$ cat src/design/ruci_pkg.sv
// Shared constants for the ray / unit circle intersection datapath.
// No dependencies; used by ruci_sqrt and ray_unit_circle_intersect_unit.
package ruci_pkg;

  // Root digits resolved in each register stage of the square root pipeline.
  localparam int unsigned SQRT_STEPS = 2;

  // Number of register stages needed for a root of the given digit count.
  function automatic int unsigned sqrt_stages(input int unsigned digits);
    return (digits + SQRT_STEPS - 1) / SQRT_STEPS;
  endfunction

endpackage

$ cat src/design/ruci_sqrt.sv
// Pipelined restoring integer square root, SQRT_STEPS digits per stage,
// with a sideband payload that travels alongside. Depends on ruci_pkg.
module ruci_sqrt #(
  parameter int unsigned DIGITS = 17,
  parameter int unsigned SBW    = 8
) (
  input  logic                  clk,
  input  logic                  rst_n,
  input  logic                  in_valid,
  output logic                  in_ready,
  input  logic [2*DIGITS-1:0]   in_rad,
  input  logic [SBW-1:0]        in_sb,
  output logic                  out_valid,
  input  logic                  out_ready,
  output logic [DIGITS-1:0]     out_root,
  output logic [SBW-1:0]        out_sb
);

  localparam int unsigned NS   = ruci_pkg::sqrt_stages(DIGITS);
  localparam int unsigned RADW = 2 * DIGITS;
  localparam int unsigned RMW  = DIGITS + 3;

  logic [NS-1:0]     v_r;
  logic [NS:0]       rdy;
  logic [NS-1:0]     src_v;
  logic [RADW-1:0]   rad_r    [NS];
  logic [RMW-1:0]    rem_r    [NS];
  logic [DIGITS-1:0] root_r   [NS];
  logic [SBW-1:0]    sb_r     [NS];
  logic [RADW-1:0]   src_rad  [NS];
  logic [RMW-1:0]    src_rem  [NS];
  logic [DIGITS-1:0] src_root [NS];
  logic [SBW-1:0]    src_sb   [NS];
  logic [RMW-1:0]    rem_nxt  [NS];
  logic [DIGITS-1:0] root_nxt [NS];

  assign rdy[NS] = out_ready;

  for (genvar s = 0; s < NS; s++) begin : g_stage
    assign rdy[s] = !v_r[s] || rdy[s+1];

    if (s == 0) begin : g_first
      assign src_v[s]    = in_valid;
      assign src_rad[s]  = in_rad;
      assign src_rem[s]  = '0;
      assign src_root[s] = '0;
      assign src_sb[s]   = in_sb;
    end else begin : g_next
      assign src_v[s]    = v_r[s-1];
      assign src_rad[s]  = rad_r[s-1];
      assign src_rem[s]  = rem_r[s-1];
      assign src_root[s] = root_r[s-1];
      assign src_sb[s]   = sb_r[s-1];
    end

    always_comb begin
      logic [RMW-1:0]    rem_v;
      logic [RMW-1:0]    trial;
      logic [DIGITS-1:0] root_v;
      int unsigned       d;
      rem_v  = src_rem[s];
      root_v = src_root[s];
      trial  = '0;
      d      = 0;
      for (int j = 0; j < int'(ruci_pkg::SQRT_STEPS); j++) begin
        d = s * ruci_pkg::SQRT_STEPS + j;
        if (d < DIGITS) begin
          // bring down the next radicand digit pair, try (4*root + 1)
          rem_v = {rem_v[RMW-3:0], src_rad[s][RADW-1-2*d -: 2]};
          trial = RMW'({root_v, 2'b01});
          if (rem_v >= trial) begin
            rem_v  = rem_v - trial;
            root_v = {root_v[DIGITS-2:0], 1'b1};
          end else begin
            root_v = {root_v[DIGITS-2:0], 1'b0};
          end
        end
      end
      rem_nxt[s]  = rem_v;
      root_nxt[s] = root_v;
    end

    always_ff @(posedge clk) begin
      if (!rst_n) begin
        v_r[s] <= 1'b0;
      end else if (rdy[s]) begin
        v_r[s] <= src_v[s];
      end
    end

    always_ff @(posedge clk) begin
      if (rdy[s]) begin
        rad_r[s]  <= src_rad[s];
        rem_r[s]  <= rem_nxt[s];
        root_r[s] <= root_nxt[s];
        sb_r[s]   <= src_sb[s];
      end
    end
  end

  assign in_ready  = rdy[0];
  assign out_valid = v_r[NS-1];
  assign out_root  = root_r[NS-1];
  assign out_sb    = sb_r[NS-1];

  a_root_low : assert property (@(posedge clk) disable iff (!rst_n)
    out_valid |-> ((RADW+2)'(out_root) * (RADW+2)'(out_root)
                   <= (RADW+2)'(rad_r[NS-1])))
    else $error("sqrt root too large");

  a_root_high : assert property (@(posedge clk) disable iff (!rst_n)
    out_valid |-> (((RADW+2)'(out_root) + 1'b1) * ((RADW+2)'(out_root) + 1'b1)
                   > (RADW+2)'(rad_r[NS-1])))
    else $error("sqrt root too small");

  a_first_load : assert property (@(posedge clk) disable iff (!rst_n)
    in_valid && in_ready |=> v_r[0])
    else $error("accepted request not captured in first sqrt stage");

endmodule

$ cat config.mk
export PLATFORM = sky130hd
export DESIGN_NAME = ruci_sqrt
export DESIGN_NICKNAME = d
export VERILOG_FILES = /design/src/design/ruci_pkg.sv /design/src/design/ruci_sqrt.sv
export SDC_FILE = /design/constraint.sdc
export NUM_CORES = 1
export LEC_CHECK = 0
export ABC_AREA = 1
export BUFFER_PORTS_ARGS = -buffer_cell sky130_fd_sc_hd__buf_2
export CORE_MARGIN = 2
export CORE_UTILIZATION = 55
export DETAILED_ROUTE_END_ITERATION = 8
export GPL_TIMING_DRIVEN = 0
export PLACE_DENSITY_LB_ADDON = 0.12
export SETUP_SLACK_MARGIN = 0.3
export SKIP_LAST_GASP = 1
export SYNTH_ARGS = -nofsm -noshare
export SYNTH_HDL_FRONTEND = slang
export SYNTH_SLANG_ARGS = --single-unit
$ cat constraint.sdc
create_clock -name clk -period 12.8 [get_ports clk]
set_input_delay 0 -clock clk [delete_from_list [all_inputs] [get_ports clk]]
set_output_delay 0 -clock clk [all_outputs]
set_load 0.1 [all_outputs]
Word level (Yosys, flattened, before mapping) --
Memories as Yosys holds them, arrays and structs flattened. Cells that the tools add are included.
Word-level totals: bits in registers 9, bits in latches 0, memory bits (writable) 711, bits in read-only memories 0, input port bits 46, output and inout port bits 27, logic and storage cells 117, memories 4
Operators by class: $add $sub $neg 17, multiply operators 0, divide/modulo/power cells 0, $lt $le $gt $ge 17, equal/unequal tests 0, shift-type cells 0, multiplexer cells 52, bitwise gates (word level) 0, reduce and logical (&&, ||, !) cells 18
Memory list:
- rad_r | depth 9, bits a word 34, rd ports 8, clocked after Yosys merged registers in 0, write ports 9, RTL line ruci_sqrt.sv:26 | logic [RADW-1:0] rad_r [NS];
- rem_r | depth 9, bits a word 20, rd ports 8, clocked after Yosys merged registers in 0, write ports 9, RTL line ruci_sqrt.sv:27 | logic [RMW-1:0] rem_r [NS];
- root_r | depth 9, bits a word 17, rd ports 9, clocked after Yosys merged registers in 0, write ports 9, RTL line ruci_sqrt.sv:28 | logic [DIGITS-1:0] root_r [NS];
- sb_r | depth 9, bits a word 8, rd ports 9, clocked after Yosys merged registers in 0, write ports 9, RTL line ruci_sqrt.sv:29 | logic [SBW-1:0] sb_r [NS];
Operators with widths (count):
- 20-bit by 19-bit greater-or-equal comparator with 1-bit output | 15
- 20-bit two-way mux | 9
- 20-bit by 19-bit subtractor with 20-bit output | 8
- 18-bit two-way mux | 8
- 18-bit subtractor | 7
- 1-bit two-way mux | 35
- 20-bit by 3-bit greater-or-equal comparator with 1-bit output | 1
- 20-bit by 3-bit subtractor with 20-bit output | 1
- 1-bit zero test | 9
- 1-bit logical OR | 9
- 2-bit by 1-bit subtractor with 3-bit output, second input constant | 1
- 2-bit by 1-bit greater-or-equal comparator with 1-bit output, second input constant | 1

Logic depth before layout (Yosys ltp) --
Gate-level depths: netlist (run 1).
depth after elaboration 12, depth in mapped cells 28

Worst setup path before layout (run 1) --
No wires, ideal clock.
path type register -> register, from reg v_r[8] (netlist: out_valid), to mem rad_r[0][0] (netlist bit), enable pin, setup time 0.441 ns, arrival time 9.963 ns, setup slack 2.396 ns, stages on the path, launching flop included 18, period minus slack after synthesis 10.404 ns, cell sequence dfxtp_1 > inv_1 > nor2_1 > inv_1 > nor2_1 > inv_1 > nor2_1 > inv_1 > nor2_1 > inv_1 > nor2_1 > inv_1 > nor2_1 > inv_1 > nor2_1 > inv_1 > nor2_1 > nand2_1
RTL lines:
- from (decl) | RTL line ruci_sqrt.sv:23 | logic [NS-1:0] v_r;
- from (signal, indexed assignment) | RTL line ruci_sqrt.sv:87 | v_r[s] <= src_v[s];
- to (decl) | RTL line ruci_sqrt.sv:26

Worst setup path after layout (run 1) --
from reg v_r[8] (netlist: out_valid), to out in_ready
Between the ends: word-level cells in the longest chain between the ends 10
RTL lines:
- 1-bit zero test | RTL line ruci_sqrt.sv:40 | assign rdy[s] = !v_r[s] || rdy[s+1];
- 1-bit logical OR | RTL line ruci_sqrt.sv:40
- via rdy[8] | RTL line ruci_sqrt.sv:24 | logic [NS:0] rdy;
- 1-bit logical OR | RTL line ruci_sqrt.sv:40
- via rdy[7] | RTL line ruci_sqrt.sv:24
- 1-bit logical OR | RTL line ruci_sqrt.sv:40
- via rdy[6] | RTL line ruci_sqrt.sv:24
- 1-bit logical OR | RTL line ruci_sqrt.sv:40
- via rdy[5] | RTL line ruci_sqrt.sv:24
- 1-bit logical OR | RTL line ruci_sqrt.sv:40
- via rdy[4] | RTL line ruci_sqrt.sv:24
- 1-bit logical OR | RTL line ruci_sqrt.sv:40
- via rdy[3] | RTL line ruci_sqrt.sv:24
- 1-bit logical OR | RTL line ruci_sqrt.sv:40
- via rdy[2] | RTL line ruci_sqrt.sv:24
- 1-bit logical OR (2 in a row) | RTL line ruci_sqrt.sv:40
- to (decl) | RTL line ruci_sqrt.sv:10 | output logic in_ready,
The timed path passes the listed nets, and every way through them passes these cells.

==> results of run 1 <==
-- stage by stage --
step           setup WS (ps)  power (W)  hold WS (ps)  instances
2_1_floorplan           2396   0.003494         98.87       3210
3_3_place_gp          -929.7   0.004021         175.9       3946
3_5_place_dp            6776   0.004042         178.1       3954
4_1_cts                 6111   0.005428         47.44       4085
5_1_grt                 5798   0.005775         79.91       4085
6_report                6295   0.005416         91.10       4085
-- state kept, by name (all words and copies together) (netlist names) --
name       count
out_valid      1
src_v          8
sb_r          72
rem_r        136
rad_r        128
root_r        89
-- area by class of cell --
class | count | area (um2)
Fill cell | 4235 | 18260
Sequential cell | 434 | 12940
Multi-Input combinational cell | 2265 | 12210
Inverter | 471 | 1768
Clock buffer | 54 | 1191
Timing Repair Buffer | 126 | 980.9
Tap cell | 664 | 830.8
Clock inverter | 31 | 366.6
Buffer | 40 | 300.3
-- kinds of logic (layout without fill, tap and decap cells) --
kind of cell | count (synthesis) | after routing | synth area share, %
adder cells (fa/ha/maj) | 167 | 167 | 7.677
other | 1 | 2 | 0.01378
XOR/XNOR | 116 | 116 | 3.733
AO/OA/AOI/OAI | 368 | 368 | 7.484
flip-flops | 434 | 434 | 47.55
AND/OR/NAND/NOR | 1612 | 1612 | 25.94
buffers and inverters | 511 | 722 | 7.599
-- placed cells by master (no fill, tap or decap), types with 33 or more instances in the layout --
| master | count |
|---|---|
| sky130_fd_sc_hd__nand3_1 | 221 |
| sky130_fd_sc_hd__clkbuf_16 | 46 |
| sky130_fd_sc_hd__xnor2_1 | 38 |
| sky130_fd_sc_hd__inv_2 | 33 |
| sky130_fd_sc_hd__nor3_1 | 38 |
| sky130_fd_sc_hd__edfxtp_1 | 425 |
| sky130_fd_sc_hd__dlygate4sd3_1 | 46 |
| sky130_fd_sc_hd__nand2_2 | 34 |
| sky130_fd_sc_hd__nand4_1 | 55 |
| sky130_fd_sc_hd__buf_2 | 75 |
| sky130_fd_sc_hd__nor2_1 | 261 |
| sky130_fd_sc_hd__a21oi_1 | 157 |
| sky130_fd_sc_hd__ha_1 | 167 |
| sky130_fd_sc_hd__o21ai_0 | 127 |
| sky130_fd_sc_hd__xor2_1 | 78 |
| sky130_fd_sc_hd__inv_1 | 435 |
| sky130_fd_sc_hd__nand2_1 | 905 |
-- routing by layer --
layer	global-route usage, %	share of wire (%)
met5	0	0
met1	35.71	45
met3	2.890	4.6
met2	46.02	48
met4	8.659	2.6
-- how the worst min path moves through the flow --
stage	from	end	slack, ps	depth (start not counted)
floorplan	in_rad[0]	rad_r[0][0]$_DFFE_PP_	100	0
global placement	in_rad[23]	rad_r[0][23]$_DFFE_PP_	180	1
detailed placement	in_rad[8]	rad_r[0][8]$_DFFE_PP_	180	1
CTS	in_rad[22]	rad_r[0][22]$_DFFE_PP_	50	2
global route	in_rad[8]	rad_r[0][8]$_DFFE_PP_	80	2
finish	in_rad[22]	rad_r[0][22]$_DFFE_PP_	90	2
-- power by group through the flow --
stage	sequential, W	clock (W)	combinational, W
CTS	0.00202	0.00139	0.00202
detailed placement	0.00205	0	0.00199
global placement	0.00204	0	0.00198
floorplan	0.00200	0	0.00150
finish	0.00202	0.00136	0.00204
global route	0.00204	0.00144	0.00230
-- repair_timing --
item,4_1_cts,5_1_grt
endpoints found under the hold margin,52,0
hold buffers,46,0
buffers inserted,0,0
==> parameters.txt, run 1 <==
Parameter                              Value

Layout
  Layout Nets ... 3597
  Antenna Diode Count ... 0
  Area growth from synthesis to layout ... 12.40%
  Proportion of layout cells with a drive suffix above 1 ... 9.939%
  Design Area, Final ... 30590 um2
  Core occupancy in the finished layout ... 62.63%

Floorplanning
  Number of placed I/O pins ... 73
  Die Span X ... 226.5 um
  Effective utilization at floorplan ... 55.72%
  Placeable core area ... 48850 um2
  Row Count ... 81
  DIE AREA ... 51280 um2
  Die boundary height ... 226.5 um

Timing
  Final total negative setup slack ... 0 ps
  Final period utilization ... 50.82%
  Actual transition at the worst max-transition pin ... 1069 ps
  Clock period minus final worst setup slack ... 6505 ps
  Post-route clock skew ... 60.36 ps
  Max frequency ... 0.1537 GHz
  Unrepaired setup endpoints after global routing ... false
  Hold Fails Final Rpt ... 0
  Final count of negative-setup-slack endpoints ... 0
  Max-slew violations ... 0
  Relative slew slack ... 28.66%

Clocking
  Cts bufs inserted ... 46
  PostCTS Resize Cnt ... 0
  Clock latency of the later-clocked register in the worst-skew pair ... 620 ps
  CTS root buffer ... sky130_fd_sc_hd__clkbuf_16
  Clock slew at reported path FFs ... 70 ps
  Number of levels the H-tree was split into ... 2
  Clock tree from TritonCTS ... done
  Clock Tree Buf Depth ... 3
  Sink count of the clock tree ... 434

Critical path
  Critical Path End ... in_ready
  Required time reported for the critical path endpoint ... 12800 ps
  Worst setup startpoint ... out_valid$_SDFFE_PN0P_
  Startpoint of the most critical register-to-register path ... out_valid$_SDFFE_PN0P_
  Reg-to-reg endpoint ... src_v[1]$_SDFFE_PN0P_
  Critical path cell sequence ... inv_1 -> nor2_1 -> inv_1 -> nor2_1 -> inv_2 -> buf_12 -> nor2_1 -> inv_2 -> buf_12 -> nor2_1 -> inv_2 -> buf_12 -> nor2_1 -> inv_2 -> nor2_1 -> inv_2 -> nor2_1 -> inv_2 -> nor2_1 -> nand2_2 -> buf_12 -> buf_2
  Crit path capture type ... primary output
  Highest net fanout along the worst path ... 41
  Crit path buf inv count ... 13
  Startpoint type of the worst setup path ... register
  Category of the critical setup timing path ... reg -> out
  Stages on the worst setup path ... 22
  Largest delay contributor family on the critical path ... buffers and inverters
  Peak per-stage delay on the critical path ... 760 ps
  Crit-path slowest cell ... sky130_fd_sc_hd__inv_1
  Signal arrival time at the worst endpoint ... 6500 ps
  Reg2reg setup slack ... 6680 ps
  Worst reg2reg path depth ... 23
  Crit path top cell by count ... sky130_fd_sc_hd__nor2_1

Synthesis
  Cell with the most instances after synthesis ... sky130_fd_sc_hd__nand2_1
  Largest cells by area after synthesis ... sky130_fd_sc_hd__edfxtp_1, sky130_fd_sc_hd__nand2_1, sky130_fd_sc_hd__ha_1
  Sequential share of the synthesized area ... 47.55%
  Most used standard cells in the synthesized netlist ... sky130_fd_sc_hd__nand2_1, sky130_fd_sc_hd__inv_1, sky130_fd_sc_hd__edfxtp_1
  Ys flop type ... sky130_fd_sc_hd__edfxtp_1
  Synth warn ... 0
  Proportion of netlist area held by the largest area contributor ... 46.89%
  Number of library cell types mapped by synthesis ... 56
  Number of synthesized flops with an enable pin ... 425
  Proportion of register bits with asynchronous set or reset after synthesis ... 0%
  Largest area contributor in the synthesized netlist ... sky130_fd_sc_hd__edfxtp_1
  Post-Syn Area ... 27220 um2
  Cells after synthesis ... 3209
  Register bit total from synthesis ... 434
  Synthesized area per cell ... 8.482 um2

Power and ir drop
  Worst ir drop on vdd ... 0.1459 mV
  P per Cell Area ... 177.0 nW/um2
  Comb power frac ... 37.6%
  Proportion of power drawn by flip-flops and latches ... 37.3%
  Leakage Power ... 14.54 nW
  Reported net switching power ... 0.002118 W
  Internal power summed over all cells ... 0.003298 W
  Fraction of power spent switching nets ... 39.11%
  Clock group share of total power ... 25.1%

Detailed routing
  Drt pass-1 iters ... 7
  DRC violations left ... 0
  Vias ... 21700
  Iter 0 DRT Violations ... 1491
  DR vias/cell ... 5.313
  Mean routed wirelength per cell ... 16.68 um
  Antenna-violating nets left ... 0
  Total routed wirelength ... 68150 um

Placement
  Final weighted congestion of routability-driven global placement ... 0.9682
  Area after DPL ... 28580 um2
  Number of I/O port buffers ... 72
  Placed wire-length estimate ... 53650 um

GRT
  Initial antenna violation count ... 0
  Global-route wire length before repair ... 107400 um
  All-Layer GR Usage ... 26.83%
  Maximum number of pins on one net before global-route repair ... 42
  Vias in the first global route ... 20940
  Grt ovf ... 0

Flow run
  Number of maximum-capacitance constraint violations ... 0

Min path
  Min-Delay Path Class ... in -> reg

Status
  Status ... completed
No activity file was read; power rests on OpenSTA's default activity.
==> run 2, diff against run 1 <==
==> constraint.sdc (replaced) <==
create_clock -name clk -period 5.47 [get_ports clk]
set_input_delay 0 -clock clk [delete_from_list [all_inputs] [get_ports clk]]
set_output_delay 0 -clock clk [all_outputs]
set_load 0.1 [all_outputs]
==> run 2 against run 1 <==
  * Via count grew 1.1%
  * Register-to-register slack lost 6000 ps
  * Routed wire length rose by 3.3%
  * Global-route usage is 1.1 points higher
  * Combinational power increased by 140%
  * Critical path depth down 4
  * Design area about the same
  * Sequential cell count stayed put
  * Core utilization hardly changed
  * Die area stayed put
  * Clock power up 120%
  * Critical endpoint unchanged
  * Largest cell class unchanged
  * Highest routed layer unchanged
==> parameters.txt, run 2 (synthesized netlist as in run 1, its figures left out) <==
Parameter                              Value

Critical path
  Startpoint type of the worst setup path ... register
  Signal arrival time at the worst endpoint ... 4870 ps
  Category of the critical setup timing path ... reg -> out
  Required time reported for the critical path endpoint ... 5470 ps
  Crit path capture type ... primary output
  Highest net fanout along the worst path ... 52
  Reg2reg setup slack ... 640 ps

Clocking
  Sink count of the clock tree ... 434
  Clock slew at reported path FFs ... 70 ps
  Cts bufs inserted ... 45
  Clock Tree Buf Depth ... 3
  Number of levels the H-tree was split into ... 2
  Clock latency of the later-clocked register in the worst-skew pair ... 610 ps
  CTS root buffer ... sky130_fd_sc_hd__clkbuf_16
  Clock tree from TritonCTS ... done

Floorplanning
  Effective utilization at floorplan ... 55.72%
  Row Count ... 81
  Placeable core area ... 48850 um2
  Die boundary height ... 226.5 um
  Die Span X ... 226.5 um
  DIE AREA ... 51280 um2
  Number of placed I/O pins ... 73

Timing
  Relative slew slack ... 16.90%
  Max frequency ... 0.2052 GHz
  Actual transition at the worst max-transition pin ... 1240 ps
  Hold Worst Slack ... 100.9 ps
  Final period utilization ... 89.10%
  Max-slew violations ... 0
  Hold Fails Final Rpt ... 0
  Setup slack of the critical path after layout ... 596.5 ps
  Clock period minus final worst setup slack ... 4874 ps
  Final count of negative-setup-slack endpoints ... 0
  Unrepaired setup endpoints after global routing ... false
  Final total negative setup slack ... 0 ps
  Post-route clock skew ... 55.77 ps

Layout
  Core occupancy in the finished layout ... 62.64%
  Commonest non-fill, non-tap cells in the layout ... sky130_fd_sc_hd__nand2_1, sky130_fd_sc_hd__inv_1, sky130_fd_sc_hd__edfxtp_1
  Proportion of layout cells with a drive suffix above 1 ... 10.69%
  Layout filler cell count ... 4215
  Antenna Diode Count ... 0
  Top reg by flops ... rem_r
  Design Area, Final ... 30600 um2
  Layout Nets ... 3611
  Max FFs per register ... 136
  Area growth from synthesis to layout ... 12.42%
  Regs by FF count ... rem_r x136, rad_r x128, root_r x89
  Most frequent standard cell in the layout excluding fill and tap cells ... sky130_fd_sc_hd__nand2_1

Detailed routing
  Vias ... 21950
  Total routed wirelength ... 70400 um
  DRC violations left ... 0
  Mean routed wirelength per cell ... 17.18 um
  Antenna-violating nets left ... 0
  Iter 0 DRT Violations ... 1639
  DR vias/cell ... 5.358
  Drt pass-1 iters ... 6

GRT
  Grt ovf ... 0
  Vias in the first global route ... 21200
  Global-route wire length before repair ... 111100 um
  Initial antenna violation count ... 0
  Maximum number of pins on one net before global-route repair ... 53
  All-Layer GR Usage ... 27.92%

Placement
  Placed wire-length estimate ... 53330 um
  Number of I/O port buffers ... 72
  Final weighted congestion of routability-driven global placement ... 0.9754
  Area after DPL ... 28510 um2
  Place WS ... -5977 ps

Power and ir drop
  Worst ir drop on vdd ... 0.2724 mV
  Leakage Power ... 14.45 nW
  P per Cell Area ... 409.3 nW/um2

Status
  Status ... completed

Min path
  Min-Delay Path Class ... in -> reg

Flow run
  Number of maximum-capacitance constraint violations ... 0
[run 2: worst max-delay path, cell delays in order, from the launching register on]
cell and delay [ps]:
sky130_fd_sc_hd__dfxtp_4 340, sky130_fd_sc_hd__inv_2 40, sky130_fd_sc_hd__nor2_4 150, sky130_fd_sc_hd__clkinvlp_4 140, sky130_fd_sc_hd__nor2_4 220, sky130_fd_sc_hd__clkinvlp_4 160, sky130_fd_sc_hd__nor2_4 260, sky130_fd_sc_hd__clkinvlp_4 180
sky130_fd_sc_hd__nor2_4 280, sky130_fd_sc_hd__clkinvlp_4 190, sky130_fd_sc_hd__nor2_4 300, sky130_fd_sc_hd__clkinvlp_4 200, sky130_fd_sc_hd__nor2_4 140, sky130_fd_sc_hd__clkinvlp_4 130, sky130_fd_sc_hd__nor2_4 300, sky130_fd_sc_hd__clkinvlp_4 200
sky130_fd_sc_hd__nor2_4 310, sky130_fd_sc_hd__nand2_8 280, sky130_fd_sc_hd__buf_4 360
[run 2: path summary, 6_finish.rpt]
kind,from,cells past startpoint,to
max,out_valid$_SDFFE_PN0P_,18,in_ready
min reg2reg,rad_r[0][4]$_DFFE_PP_,0,rad_r[0][38]$_DFFE_PP_
min,in_rad[3],2,rad_r[0][3]$_DFFE_PP_
max reg2reg,rad_r[0][178]$_DFFE_PP_,24,rem_r[0][135]$_DFFE_PP_
[run 2: through the flow]
stage,power [W],instances
6_report,0.01252,4097
5_1_grt,0.01334,4097
4_1_cts,0.01252,4097
3_5_place_dp,0.009498,3946
3_3_place_gp,0.009413,3946
2_1_floorplan,0.008176,3210
[run 2: routing by layer]
layer	vias to the layer above	wire, um	GRT usage [%]
met5	-	0	0
met4	0	1945	8.553
met2	617	34320	49.15
li1	11020	-	-
met3	112	3237	2.773
met1	10200	30890	36.44
[run 2: repair_timing]
item                                    4_1_cts  5_1_grt
gates cloned                                 14        0
setup buffers                                 8        0
resized for setup                             4        6
endpoints found under the setup margin      317       29
pin swaps                                     2        0
hold buffers                                 47        0
endpoints found under the hold margin        57        0
[run 2: report_power, final]
part | internal, W | leakage (nW) | switching [W]
Sequential | 0.00433 | 4.40 | 0.000412
Combinational | 0.00156 | 9.35 | 0.00326
Clock | 0.00165 | 0.705 | 0.00132
Total | 0.00754 | 14.4 | 0.00498
[run 2: layout make-up]
type	instances	area, um2	share of cell area (%)
Sequential cell	434	12950	42.31
Multi-Input combinational cell	2265	12290	40.18
Inverter	471	1798	5.876
Buffer	40	304.0	0.9937
Clock inverter	26	245.2	0.8015
Timing Repair Buffer	127	893.4	2.920
Clock buffer	56	1207	3.946
Timing Repair inverter	14	80.08	0.2617
Tap cell	664	830.8	2.715
